===== config.mk =====
export PLATFORM = sky130hd
export DESIGN_NAME = sha1_byte_stream_hasher
export DESIGN_NICKNAME = d
export VERILOG_FILES = /design/src/hw/rtl/sha1bs_pkg.sv /design/src/hw/rtl/sha1bs_front.sv /design/src/hw/rtl/sha1bs_core.sv /design/src/hw/rtl/sha1_byte_stream_hasher.sv
export SDC_FILE = /design/constraint.sdc
export NUM_CORES = 2
export LEC_CHECK = 0
export BUFFER_PORTS_ARGS = -buffer_cell sky130_fd_sc_hd__buf_2
export CORE_MARGIN = 5
export CORE_UTILIZATION = 40
export DETAILED_ROUTE_END_ITERATION = 10
export GPL_ROUTABILITY_DRIVEN = 0
export GPL_TIMING_DRIVEN = 0
export PLACE_DENSITY = 0.61
export SYNTH_ARGS = -nofsm -noshare
export SYNTH_HDL_FRONTEND = slang
export SYNTH_HIERARCHICAL = 1
export SYNTH_SLANG_ARGS = --single-unit

===== constraint.sdc =====
create_clock -name clk -period 6 [get_ports clk]
set_input_delay 0.6 -clock clk [delete_from_list [all_inputs] [get_ports clk]]
set_output_delay 0.6 -clock clk [all_outputs]
set_load 0.03 [all_outputs]

===== src/hw/rtl/sha1bs_pkg.sv =====
`timescale 1ns / 1ps
package sha1bs_pkg;
  localparam logic [31:0] H_INIT [5] = '{32'h67452301, 32'hEFCDAB89, 32'h98BADCFE,
                                         32'h10325476, 32'hC3D2E1F0};
  localparam logic [31:0] K_GRP [4] = '{32'h5A827999, 32'h6ED9EBA1, 32'h8F1BBCDC,
                                        32'hCA62C1D6};
  localparam logic [7:0] PAD_MARK = 8'h80;

  typedef struct packed {
    logic [7:0] data;
    logic       present;
    logic       last;
  } item_t;
endpackage


===== src/hw/rtl/sha1bs_front.sv =====
`timescale 1ns / 1ps
module sha1bs_front (
  input  logic               clk,
  input  logic               rst_n,
  input  logic               in_valid,
  output logic               in_stall,
  input  sha1bs_pkg::item_t  in_item,
  output logic               q_valid,
  input  logic               q_pop,
  output sha1bs_pkg::item_t  q_item
);
  import sha1bs_pkg::*;

  item_t      mem_r [2];
  logic       wp_r, rp_r;
  logic [1:0] cnt_r;
  logic       push;

  // empty items are dropped here
  assign in_stall = (cnt_r == 2'd2);
  assign push     = in_valid && !in_stall && (in_item.present || in_item.last);
  assign q_valid  = (cnt_r != 2'd0);
  assign q_item   = mem_r[rp_r];

  always_ff @(posedge clk) begin
    if (push) mem_r[wp_r] <= in_item;
    if (!rst_n) begin
      wp_r  <= 1'b0;
      rp_r  <= 1'b0;
      cnt_r <= 2'd0;
    end else begin
      if (push) wp_r <= ~wp_r;
      if (q_pop) rp_r <= ~rp_r;
      cnt_r <= cnt_r + {1'b0, push} - {1'b0, q_pop};
    end
  end

  a_cnt: assert property (@(posedge clk) disable iff (!rst_n) cnt_r <= 2'd2)
    else $error("queue overflow");
  a_pop: assert property (@(posedge clk) disable iff (!rst_n) q_pop |-> q_valid)
    else $error("pop from empty queue");
  a_full: assert property (@(posedge clk) disable iff (!rst_n)
    (cnt_r == 2'd2) |-> !push) else $error("push into full queue");
endmodule


===== src/hw/rtl/sha1bs_core.sv =====
`timescale 1ns / 1ps
module sha1bs_core (
  input  logic               clk,
  input  logic               rst_n,
  input  logic               q_valid,
  output logic               q_pop,
  input  sha1bs_pkg::item_t  q_item,
  output logic               out_valid,
  input  logic               out_stall,
  output logic [31:0]        out_digest_word,
  output logic [2:0]         out_word_index,
  output logic               out_last_word
);
  import sha1bs_pkg::*;

  typedef enum logic [5:0] {
    S_IDLE = 6'b000001,
    S_RND  = 6'b000010,
    S_ADD  = 6'b000100,
    S_PAD  = 6'b001000,
    S_LEN  = 6'b010000,
    S_OUT  = 6'b100000
  } state_t;

  state_t      st_r, st_nxt;
  logic [31:0] w_r [16];
  logic [31:0] h_r [5];
  logic [31:0] a_r, b_r, c_r, d_r, e_r;
  logic [63:0] bits_r;
  logic [5:0]  fill_r;
  logic [6:0]  rnd_r;
  logic        fin_r;
  logic        len_r;
  logic        pend_r;
  logic [2:0]  oidx_r;
  logic [31:0] wt, f, kt, tmp, wx;
  logic [1:0]  grp;
  logic [3:0]  wi;
  logic [31:0] put_val;
  logic [7:0]  put_b;
  logic        put_en;

  assign grp = (rnd_r < 7'd20) ? 2'd0 : (rnd_r < 7'd40) ? 2'd1 :
               (rnd_r < 7'd60) ? 2'd2 : 2'd3;
  assign kt  = K_GRP[grp];
  assign wx  = w_r[13] ^ w_r[8] ^ w_r[2] ^ w_r[0];
  assign wt  = (rnd_r < 7'd16) ? w_r[0] : {wx[30:0], wx[31]};
  always_comb begin
    case (grp)
      2'd0:    f = (b_r & c_r) | (~b_r & d_r);
      2'd2:    f = (b_r & c_r) | (b_r & d_r) | (c_r & d_r);
      default: f = b_r ^ c_r ^ d_r;
    endcase
  end
  assign tmp = {a_r[26:0], a_r[31:27]} + f + e_r + kt + wt;

  assign q_pop = (st_r == S_IDLE) && q_valid;
  assign out_valid       = (st_r == S_OUT);
  assign out_digest_word = h_r[oidx_r];
  assign out_word_index  = oidx_r;
  assign out_last_word   = (oidx_r == 3'd4);

  // byte write into the block buffer
  assign wi = fill_r[5:2];
  always_comb begin
    put_en = 1'b0;
    put_b  = 8'h00;
    if (q_pop && q_item.present) begin
      put_en = 1'b1;
      put_b  = q_item.data;
    end else if (st_r == S_PAD) begin
      put_en = 1'b1;
      put_b  = fin_r ? 8'h00 : PAD_MARK;
    end
    put_val = w_r[wi];
    case (fill_r[1:0])
      2'd0:    put_val[31:24] = put_b;
      2'd1:    put_val[23:16] = put_b;
      2'd2:    put_val[15:8]  = put_b;
      default: put_val[7:0]   = put_b;
    endcase
  end

  always_comb begin
    st_nxt = st_r;
    case (st_r)
      S_IDLE: if (q_pop) begin
        if (q_item.present && fill_r == 6'd63) st_nxt = S_RND;
        else if (q_item.last) st_nxt = S_PAD;
      end
      S_RND:  if (rnd_r == 7'd79) st_nxt = S_ADD;
      S_ADD:  st_nxt = len_r ? S_OUT : (fin_r || pend_r) ? S_PAD : S_IDLE;
      S_PAD:  if (fill_r == 6'd63) st_nxt = S_RND;
              else if (fill_r == 6'd55) st_nxt = S_LEN;
      S_LEN:  st_nxt = S_RND;
      S_OUT:  if (!out_stall && oidx_r == 3'd4) st_nxt = S_IDLE;
      default: st_nxt = S_IDLE;
    endcase
  end

  always_ff @(posedge clk) begin
    if (put_en) w_r[wi] <= put_val;
    if (st_r == S_RND) begin
      for (int i = 0; i < 15; i++) w_r[i] <= w_r[i + 1];
      w_r[15] <= wt;
    end
    if (st_r == S_LEN) begin
      w_r[14] <= bits_r[63:32];
      w_r[15] <= bits_r[31:0];
    end
    if (!rst_n) begin
      st_r   <= S_IDLE;
      for (int i = 0; i < 5; i++) h_r[i] <= H_INIT[i];
      bits_r <= 64'd0;
      fill_r <= 6'd0;
      rnd_r  <= 7'd0;
      fin_r  <= 1'b0;
      len_r  <= 1'b0;
      pend_r <= 1'b0;
      oidx_r <= 3'd0;
      a_r <= '0; b_r <= '0; c_r <= '0; d_r <= '0; e_r <= '0;
    end else begin
      st_r <= st_nxt;
      if (q_pop && q_item.present) begin
        bits_r <= bits_r + 64'd8;
        fill_r <= fill_r + 6'd1;
      end
      if (q_pop && q_item.last) fin_r <= 1'b0;
      // last beat that also fills the block pads after the compression
      if (q_pop && q_item.present && q_item.last && fill_r == 6'd63) pend_r <= 1'b1;
      if (st_r == S_PAD) begin
        fill_r <= (st_nxt == S_LEN) ? 6'd0 : fill_r + 6'd1;
        fin_r  <= 1'b1;
        pend_r <= 1'b0;
      end
      if (st_nxt == S_RND && st_r != S_RND) begin
        a_r <= h_r[0]; b_r <= h_r[1]; c_r <= h_r[2]; d_r <= h_r[3]; e_r <= h_r[4];
        rnd_r <= 7'd0;
        if (st_r == S_LEN) len_r <= 1'b1;
      end
      if (st_r == S_IDLE && q_pop && q_item.last) len_r <= 1'b0;
      if (st_r == S_RND) begin
        e_r <= d_r; d_r <= c_r; c_r <= {b_r[1:0], b_r[31:2]}; b_r <= a_r; a_r <= tmp;
        rnd_r <= rnd_r + 7'd1;
      end
      if (st_r == S_ADD) begin
        h_r[0] <= h_r[0] + a_r; h_r[1] <= h_r[1] + b_r; h_r[2] <= h_r[2] + c_r;
        h_r[3] <= h_r[3] + d_r; h_r[4] <= h_r[4] + e_r;
        oidx_r <= 3'd0;
      end
      if (st_r == S_OUT && !out_stall) begin
        oidx_r <= oidx_r + 3'd1;
        if (oidx_r == 3'd4) begin
          for (int i = 0; i < 5; i++) h_r[i] <= H_INIT[i];
          bits_r <= 64'd0;
          fill_r <= 6'd0;
          len_r  <= 1'b0;
          fin_r  <= 1'b0;
        end
      end
    end
  end

  a_oidx: assert property (@(posedge clk) disable iff (!rst_n)
    out_valid |-> oidx_r <= 3'd4) else $error("digest index out of range");
  a_rnd: assert property (@(posedge clk) disable iff (!rst_n)
    (st_r == S_RND) |-> rnd_r < 7'd80) else $error("round counter overrun");
  a_hold: assert property (@(posedge clk) disable iff (!rst_n)
    (out_valid && out_stall) |=> out_valid && $stable(oidx_r))
    else $error("result dropped under stall");
endmodule


===== src/hw/rtl/sha1_byte_stream_hasher.sv =====
`timescale 1ns / 1ps
// sha-1 hasher fed one message byte per beat
// input channel: in_data_byte, in_byte_present, in_last_byte with in_valid/in_stall
// a beat with in_last_byte set ends the message, its byte counts if present
// a beat with neither present nor last is dropped
// result channel: five beats per message, h0..h4, out_last_word on h4
// a two-entry queue sits between the input side and the hashing core
// a byte beat is normally taken while the core is idle; the 64th byte of a block
// starts the round loop and then the add step, during which no bytes are taken
// a last beat adds padding writes, one or two compressions,
// then five result beats
// out_stall holds the current digest word; the core waits, the queue fills,
// then in_stall rises
// synchronous reset loads the sha-1 initial chaining values and empties the queue
module sha1_byte_stream_hasher (
  input  logic        clk,
  input  logic        rst_n,
  input  logic        in_valid,
  output logic        in_stall,
  input  logic [7:0]  in_data_byte,
  input  logic        in_byte_present,
  input  logic        in_last_byte,
  output logic        out_valid,
  input  logic        out_stall,
  output logic [31:0] out_digest_word,
  output logic [2:0]  out_word_index,
  output logic        out_last_word
);
  import sha1bs_pkg::*;

  item_t in_item, q_item;
  logic  q_valid, q_pop;

  assign in_item = '{data: in_data_byte, present: in_byte_present, last: in_last_byte};

  sha1bs_front u_front (
    .clk, .rst_n, .in_valid, .in_stall, .in_item,
    .q_valid, .q_pop, .q_item
  );

  sha1bs_core u_core (
    .clk, .rst_n, .q_valid, .q_pop, .q_item,
    .out_valid, .out_stall, .out_digest_word, .out_word_index, .out_last_word
  );
endmodule

# Yosys cells after proc, flatten, opt, wreduce, memory -nomap -nowiden
# Memories as Yosys holds them, arrays and structs flattened. A register that Yosys moved wholly into a read port is not among the register bits.
# Index checks and enable logic that the tools add are counted.
[op_classes] eq_ne=21 bitwise_logic=29 n_lt_le_gt_ge=5 n_mux=93 add_sub_neg=15 reduce_logical=29
[op_table] op="$mux W32" count=26
[op_table] op="$add A32 B32 Y32" count=9
[op_table] op="$mux W64" count=3
[op_table] op="$xor A32 B32 Y32" count=5
[op_table] op="$and A32 B32 Y32" count=4
[op_table] op="$or A32 B32 Y32" count=3
[op_table] op="$mux W6" count=13
[op_table] op="$add A64 B4 Y64 const B" count=1
[op_table] op="$bmux W32 S2" count=1
[op_table] op="$pmux W32 S2" count=1
[op_table] op="$mux W8" count=7
[op_table] op="$pmux W6 S6" count=1
[op_table] op="$not A32 Y32" count=1
[op_table] op="$reduce_or A32 Y1" count=1
[op_table] op="$mux W1" count=30
[op_table] op="$eq A6 B6 Y1 const B" count=3
[op_table] op="$lt A7 B5 Y1 const B" count=2
[op_table] op="$lt A7 B6 Y1 const B" count=2
[op_table] op="$mux W7" count=2
[op_table] op="$logic_and A1 B1 Y1" count=13
[op_table] op="$eq A6 B2 Y1 const B" count=2
[op_table] op="$eq A6 B5 Y1 const B" count=2
[op_table] op="$mux W3" count=4
[op_table] op="$mux W4" count=3
[op_table] op="other kinds (26)" count=53
[word_totals] out_inout_bits=38 inputBits=14 ff_bits=253 n_memories=3 mem_bits_rw=692
[memory_table] memory="u_core.w_r" depth=16 word_bits=32 rd=16 rd_ports_with_merged_regs=0 write_ports=16 line_no="sha1bs_core.sv:26" rtl="logic [31:0] w_r [16];"
[memory_table] memory="u_core.h_r" depth=5 word_bits=32 rd=6 rd_ports_with_merged_regs=1 write_ports=5 line_no="sha1bs_core.sv:27" rtl="logic [31:0] h_r [5];"
[memory_table] memory="u_front.mem_r" depth=2 word_bits=10 rd=1 rd_ports_with_merged_regs=1 write_ports=1 line_no="sha1bs_front.sv:14" rtl="item_t mem_r [2];"

# Depth between registers and ports, before layout
[logic_depth] word_depth=11 depth_mapped=25 depth_no_buf=24

# By module
# The synthesis kept the hierarchy.
[by_module_without_submodules] mod="sha1bs_core" seq_area_each_um2=25164.1 area_each_um2=52365.2 instances=1 cells_per_inst=5395
[by_module_without_submodules] mod="sha1bs_front" seq_area_each_um2=700.7 area_each_um2=962.2 instances=1 cells_per_inst=57

# Least setup slack after synthesis
# OpenSTA, ideal clock, no wires.
[synth_timing] kind="reg-to-reg" startpoint="register u_core.st_r[5]" endpoint="memory u_core.h_r[0][0] (enable)" path_stages_with_launch=6 arrival_time_ps=5395 setup_slack_ps=57 setup_ps=548 synth_period_minus_slack_ps=5943 n_path_buf=2 path_cell_list="dfxtp_1 > clkbuf_1 > nand4b_1 > o31ai_1 > clkbuf_1 > nand2b_1"
[synth_lines] item="start: declaration" line_no="sha1bs_core.sv:25" rtl="state_t st_r, st_nxt;"
[synth_lines] item="start signal: assignment" line_no="sha1bs_core.sv:123" rtl="st_r <= st_nxt;"
[synth_lines] item="end: declaration" line_no="sha1bs_core.sv:27"

# Worst setup path in the final report
[layout_timing] startpoint="register u_core.rnd_r[3]" endpoint="register u_core.a_r[21]"
[layout_between] elab_chain_cells=11 elab_cells_between_ends=26 classes_between="add/sub (4); order compare (4); eq/ne (3); mux (11); bitwise (1); reduce/logical (3)"
[layout_lines] item="start: declaration" line_no="sha1bs_core.sv:31" rtl="logic [6:0] rnd_r;"
[layout_lines] item="start signal: assignment" line_no="sha1bs_core.sv:144" rtl="rnd_r <= rnd_r + 7'd1;"
[layout_lines] item="$lt A7 B6 Y1" line_no="sha1bs_core.sv:44" rtl="(rnd_r < 7'd60) ? 2'd2 : 2'd3;"
[layout_lines] item="$mux W1" line_no="sha1bs_core.sv:44"
[layout_lines] item="$mux W2 (2 in a row)" line_no="sha1bs_core.sv:43" rtl="assign grp = (rnd_r < 7'd20) ? 2'd0 : (rnd_r < 7'd40) ? 2'd1 :"
[layout_lines] item="$eq A2 B2 Y1 (tied with other cells)" line_no="sha1bs_core.sv:49" rtl="case (grp)"
[layout_lines] item="$pmux W32 S2 / $bmux W32 S2 (equally long branches)" line_no="sha1bs_core.sv:49, sha1bs_core.sv:45"
[layout_lines] item="$add A32 B32 Y32 / $mux W32 (equally long branches) (2 in a row)" line_no="sha1bs_core.sv:55, sha1bs_core.sv:45"
[layout_lines] item="$add A32 B32 Y32 (2 in a row)" line_no="sha1bs_core.sv:55" rtl="assign tmp = {a_r[26:0], a_r[31:27]} + f + e_r + kt + wt;"
[layout_lines] item="$mux W32" line_no="sha1bs_core.sv:142" rtl="if (st_r == S_RND) begin"
[layout_lines] item="end signal: assignment" line_no="sha1bs_core.sv:137" rtl="a_r <= h_r[0]; b_r <= h_r[1]; c_r <= h_r[2]; d_r <= h_r[3]; e_r <= h_r[4];"
[layout_lines] item="end signal: assignment" line_no="sha1bs_core.sv:143" rtl="e_r <= d_r; d_r <= c_r; c_r <= {b_r[1:0], b_r[31:2]}; b_r <= a_r; a_r <= tmp;"
[layout_lines] item="end: declaration" line_no="sha1bs_core.sv:28" rtl="logic [31:0] a_r, b_r, c_r, d_r, e_r;"
# Several ways; a longest one is shown, not always the timed one. The select of a mux whose other input is x is not followed.
# A chain may end at the register's enable or synchronous reset.

==> flow_metrics.tcl <==
set metrics [dict create \
    run_status "completed" \
    antenna_found_initial 6 \
    grt.overflow.total 0 \
    fin_skew_ns 0.06142 \
    cp-start-kind "flip-flop" \
    synth_fp_nets 5800 \
    drc 0 \
    synthesis.area_um2 53330 \
    cp-end-kind "flip-flop" \
    cp_common_cell "fa_1" \
    n_fill_cell 12560 \
    p_leak_nw 23.96 \
    synth_flop_cell "edfxtp_1" \
    wl_um 190100 \
    seq_area_um2 25870 \
    drive_gt1_frac 0.07914 \
    dieWidth_um 375.1 \
    slew_viol_final 0 \
    clk_path_buf_depth 3 \
    grt_pass1_vias 41910 \
    synth_edf_count 692 \
    numCtsBuffers 103 \
    nets 5983 \
    hpwlAfterDp_um 145900 \
    crit_fanout 7 \
    max_freq_ghz 0.1708 \
    portBuffers 51 \
    crit_path_cell_trace "nor2_1 > o21ai_0 > a221o_2 > clkinv_4 > buf_12 > ha_4 > clkinvlp_4 > buf_12 > buf_8 > o221a_2 > a21oi_2 > fa_1 > inv_1 > fa_1 > fa_1 > nand2b_4 > a211oi_4 > nor2_1 > o21bai_1 > a31oi_1 > o21bai_2 > a21boi_0 > xor2_1 > a21oi_1" \
    critPathArrivalTime_ns 6.43 \
    power_mw 16.18 \
    critical_path_required_ns 6.58 \
    coreArea_um2 133000 \
    yosys.area.top_type "edfxtp_1" \
    die_area_um2 140700 \
    synth.ff_latch_count 946 \
    powerDensity_nw_per_um2 269.0 \
    vias 43510 \
    grt_max_degree 53 \
    drtAntennaViolNets 0 \
    drtIter0Drc 5192 \
    finalHoldViolCount 0 \
    cts_sinks 946 \
    wl_per_cell_um 25.37 \
    multi_input_comb_area_um2 25480 \
    dr.pass1.iters 8 \
    synthTopCellsByCount "1104 x nand2_1, 692 x edfxtp_1, 533 x nor2_1, 342 x a21oi_1, 314 x inv_1" \
    critPathTopFamily "compound AO/OA/AOI/OAI gates" \
    insertion_delay_ns 0.75 \
    cts_tree "done" \
    clkTransAtPathRegs_ns 0.06 \
    yosys_warnings 6 \
    avgSynthCellArea_um2 9.781 \
    worstSetupPathType "flip-flop to flip-flop" \
    min_period_ns 5.855 \
    hold_path.class "input port to flip-flop" \
    relSlewSlack 0.02637 \
    ir_drop_v 0.0002727 \
    tightest_slew_ns 1.445 \
    slowest_stage "fa_1" \
    initial_core_util 0.4011 \
    max_cap_violations 0 \
    fin_util 0.4524 \
    fin_crit_sh 0.9758 \
    grt_pass1_wl_um 273700 \
    ys_types 82 \
    synthCells 5452 \
    synth.most_common_cell "nand2_1" \
    crit_buf_inv 6 \
    pin_count 52 \
    root_buffer "clkbuf_16" \
    syn_to_final_growth_pct 12.78 \
    drt-vias-per-instance 5.805 \
    synth_top_area_share 0.3897 \
    grt_usage 0.2614 \
    cp_slowest_stage_delay_ns 0.49 \
    yosysSeqAreaShare 0.4850 \
    synthArstFlopShare 0 \
    htree_levels 3 \
    setup_viol 0 \
    num_rows 134 \
    ys_top_cells_by_area "edfxtp_1 39%, dfxtp_1 9.5%, nand2_1 7.8%" \
    die_h_um 375.1 \
]
## cells by family (layout without fill, tap and decap cells)
family / after synthesis / after routing / synth area share
adders and majority gates: 334 / 334 / 0.09596
AOI/OAI and AO/OA: 1165 / 1165 / 0.1395
and+or+nand+nor: 1972 / 1972 / 0.1539
other: 0 / 3 / 0
buffers and inverters: 606 / 878 / 0.04338
DFF: 946 / 946 / 0.4850
muxes: 136 / 136 / 0.03409
xor gates and xnor gates: 293 / 293 / 0.04812
## layer usage
layer / up-vias / part of all wire / GRT usage
met5: - / 0 / 0
met4: 0 / 0.060 / 0.1351
met3: 497 / 0.090 / 0.04317
met2: 2285 / 0.45 / 0.4168
met1: 21300 / 0.39 / 0.3438
li1: 19430 / - / -
## worst paths after layout
check	start	cells after the start	endpoint	slack [ns]
min	in_data_byte[3]	1	u_front/mem_r[0][5]	0.04
max reg2reg	u_core/rnd_r[3]	24	u_core/a_r[21]	0.15
min reg2reg	u_core/bits_r[42]	2	u_core/bits_r[42]	0.50
max	u_core/rnd_r[3]	24	u_core/a_r[21]	0.15
## power breakdown
part	internal, mW	total [mW]	switching [mW]
clock	3.96	6.83	2.87
sequential	7.35	7.43	0.0819
combinational	0.566	1.91	1.35
## layout by cell type (no fill, tap or decap), types with 49 or more instances in the layout
cell       instances
buf_2             78
fa_1             125
a21o_1           146
xor2_1            99
o21ai_0          196
inv_1            313
nand3_1           67
edfxtp_1         692
o211ai_1          49
dfxtp_1          252
clkbuf_16        105
a211oi_1         172
ha_1             200
xnor2_1          193
mux2i_1           59
a21oi_1          319
nand2_1         1104
clkbuf_1         249
nor2_1           533
## state kept, by name (all words and copies together), names as in the netlist, 3 cells and up, named ones only
| register | flops |
|---|---|
| u_core/st_r | 6 |
| u_core/b_r | 32 |
| u_core/d_r | 32 |
| u_front/mem_r | 20 |
| u_core/w_r | 512 |
| u_core/out_word_index | 3 |
| u_core/rnd_r | 7 |
| u_core/e_r | 32 |
| u_core/a_r | 32 |
| u_core/c_r | 32 |
| u_core/fill_r | 6 |
| u_core/h_r | 160 |
| u_core/bits_r | 61 |
## worst reg2reg max path, stage by stage (launching register included)
cell and delay, ns:
dfxtp_1 0.36, nor2_1 0.12, o21ai_0 0.08, a221o_2 0.48
clkinv_4 0.11, buf_12 0.14, ha_4 0.19, clkinvlp_4 0.10
buf_12 0.15, buf_8 0.15, o221a_2 0.24, a21oi_2 0.25
fa_1 0.48, inv_1 0.09, fa_1 0.43, fa_1 0.49
nand2b_4 0.18, a211oi_4 0.34, nor2_1 0.14, o21bai_1 0.25
a31oi_1 0.17, o21bai_2 0.22, a21boi_0 0.15, xor2_1 0.26
a21oi_1 0.12
## metrics by stage
step | area [um2] | hold slack [ns] | setup slack, ns | TNS (ns) | cells
after global routing | 60140 | 0.01619 | -0.0008260 | -0.0008260 | 7492
final | 60140 | 0.04255 | 0.1453 | 0 | 7495
after CTS | 59860 | 0.001901 | 0.02874 | 0 | 7483
after floorplan | 53330 | 0.4623 | 0.05739 | 0 | 5452
after detailed placement | 55950 | 0.4895 | -2.265 | -42.47 | 7282
after global placement | 55790 | 0.4767 | -3.991 | -685.84 | 7271
## final cells by class
cell class / count / area share
Buffer: 285 / 0.01956
Timing Repair Buffer: 83 / 0.009695
Multi-Input combinational cell: 3900 / 0.4237
Tap cell: 1768 / 0.03678
Clock buffer: 135 / 0.04637
Antenna cell: 3 / 0.0001248
Sequential cell: 946 / 0.4301
Inverter: 316 / 0.01987
Clock inverter: 59 / 0.01373
## timing repair
| item | 4_1_cts | 5_1_grt |
|---|---|---|
| hold endpoints to repair | 2 | 0 |
| hold buffers | 1 | 0 |
| gates resized for setup | 73 | 44 |
| setup endpoints to repair | 30 | 9 |
| setup buffers | 10 | 5 |
| pin swaps | 4 | 14 |
| cloned | 0 | 1 |
Note: power is estimated with default switching activity, not from simulation.
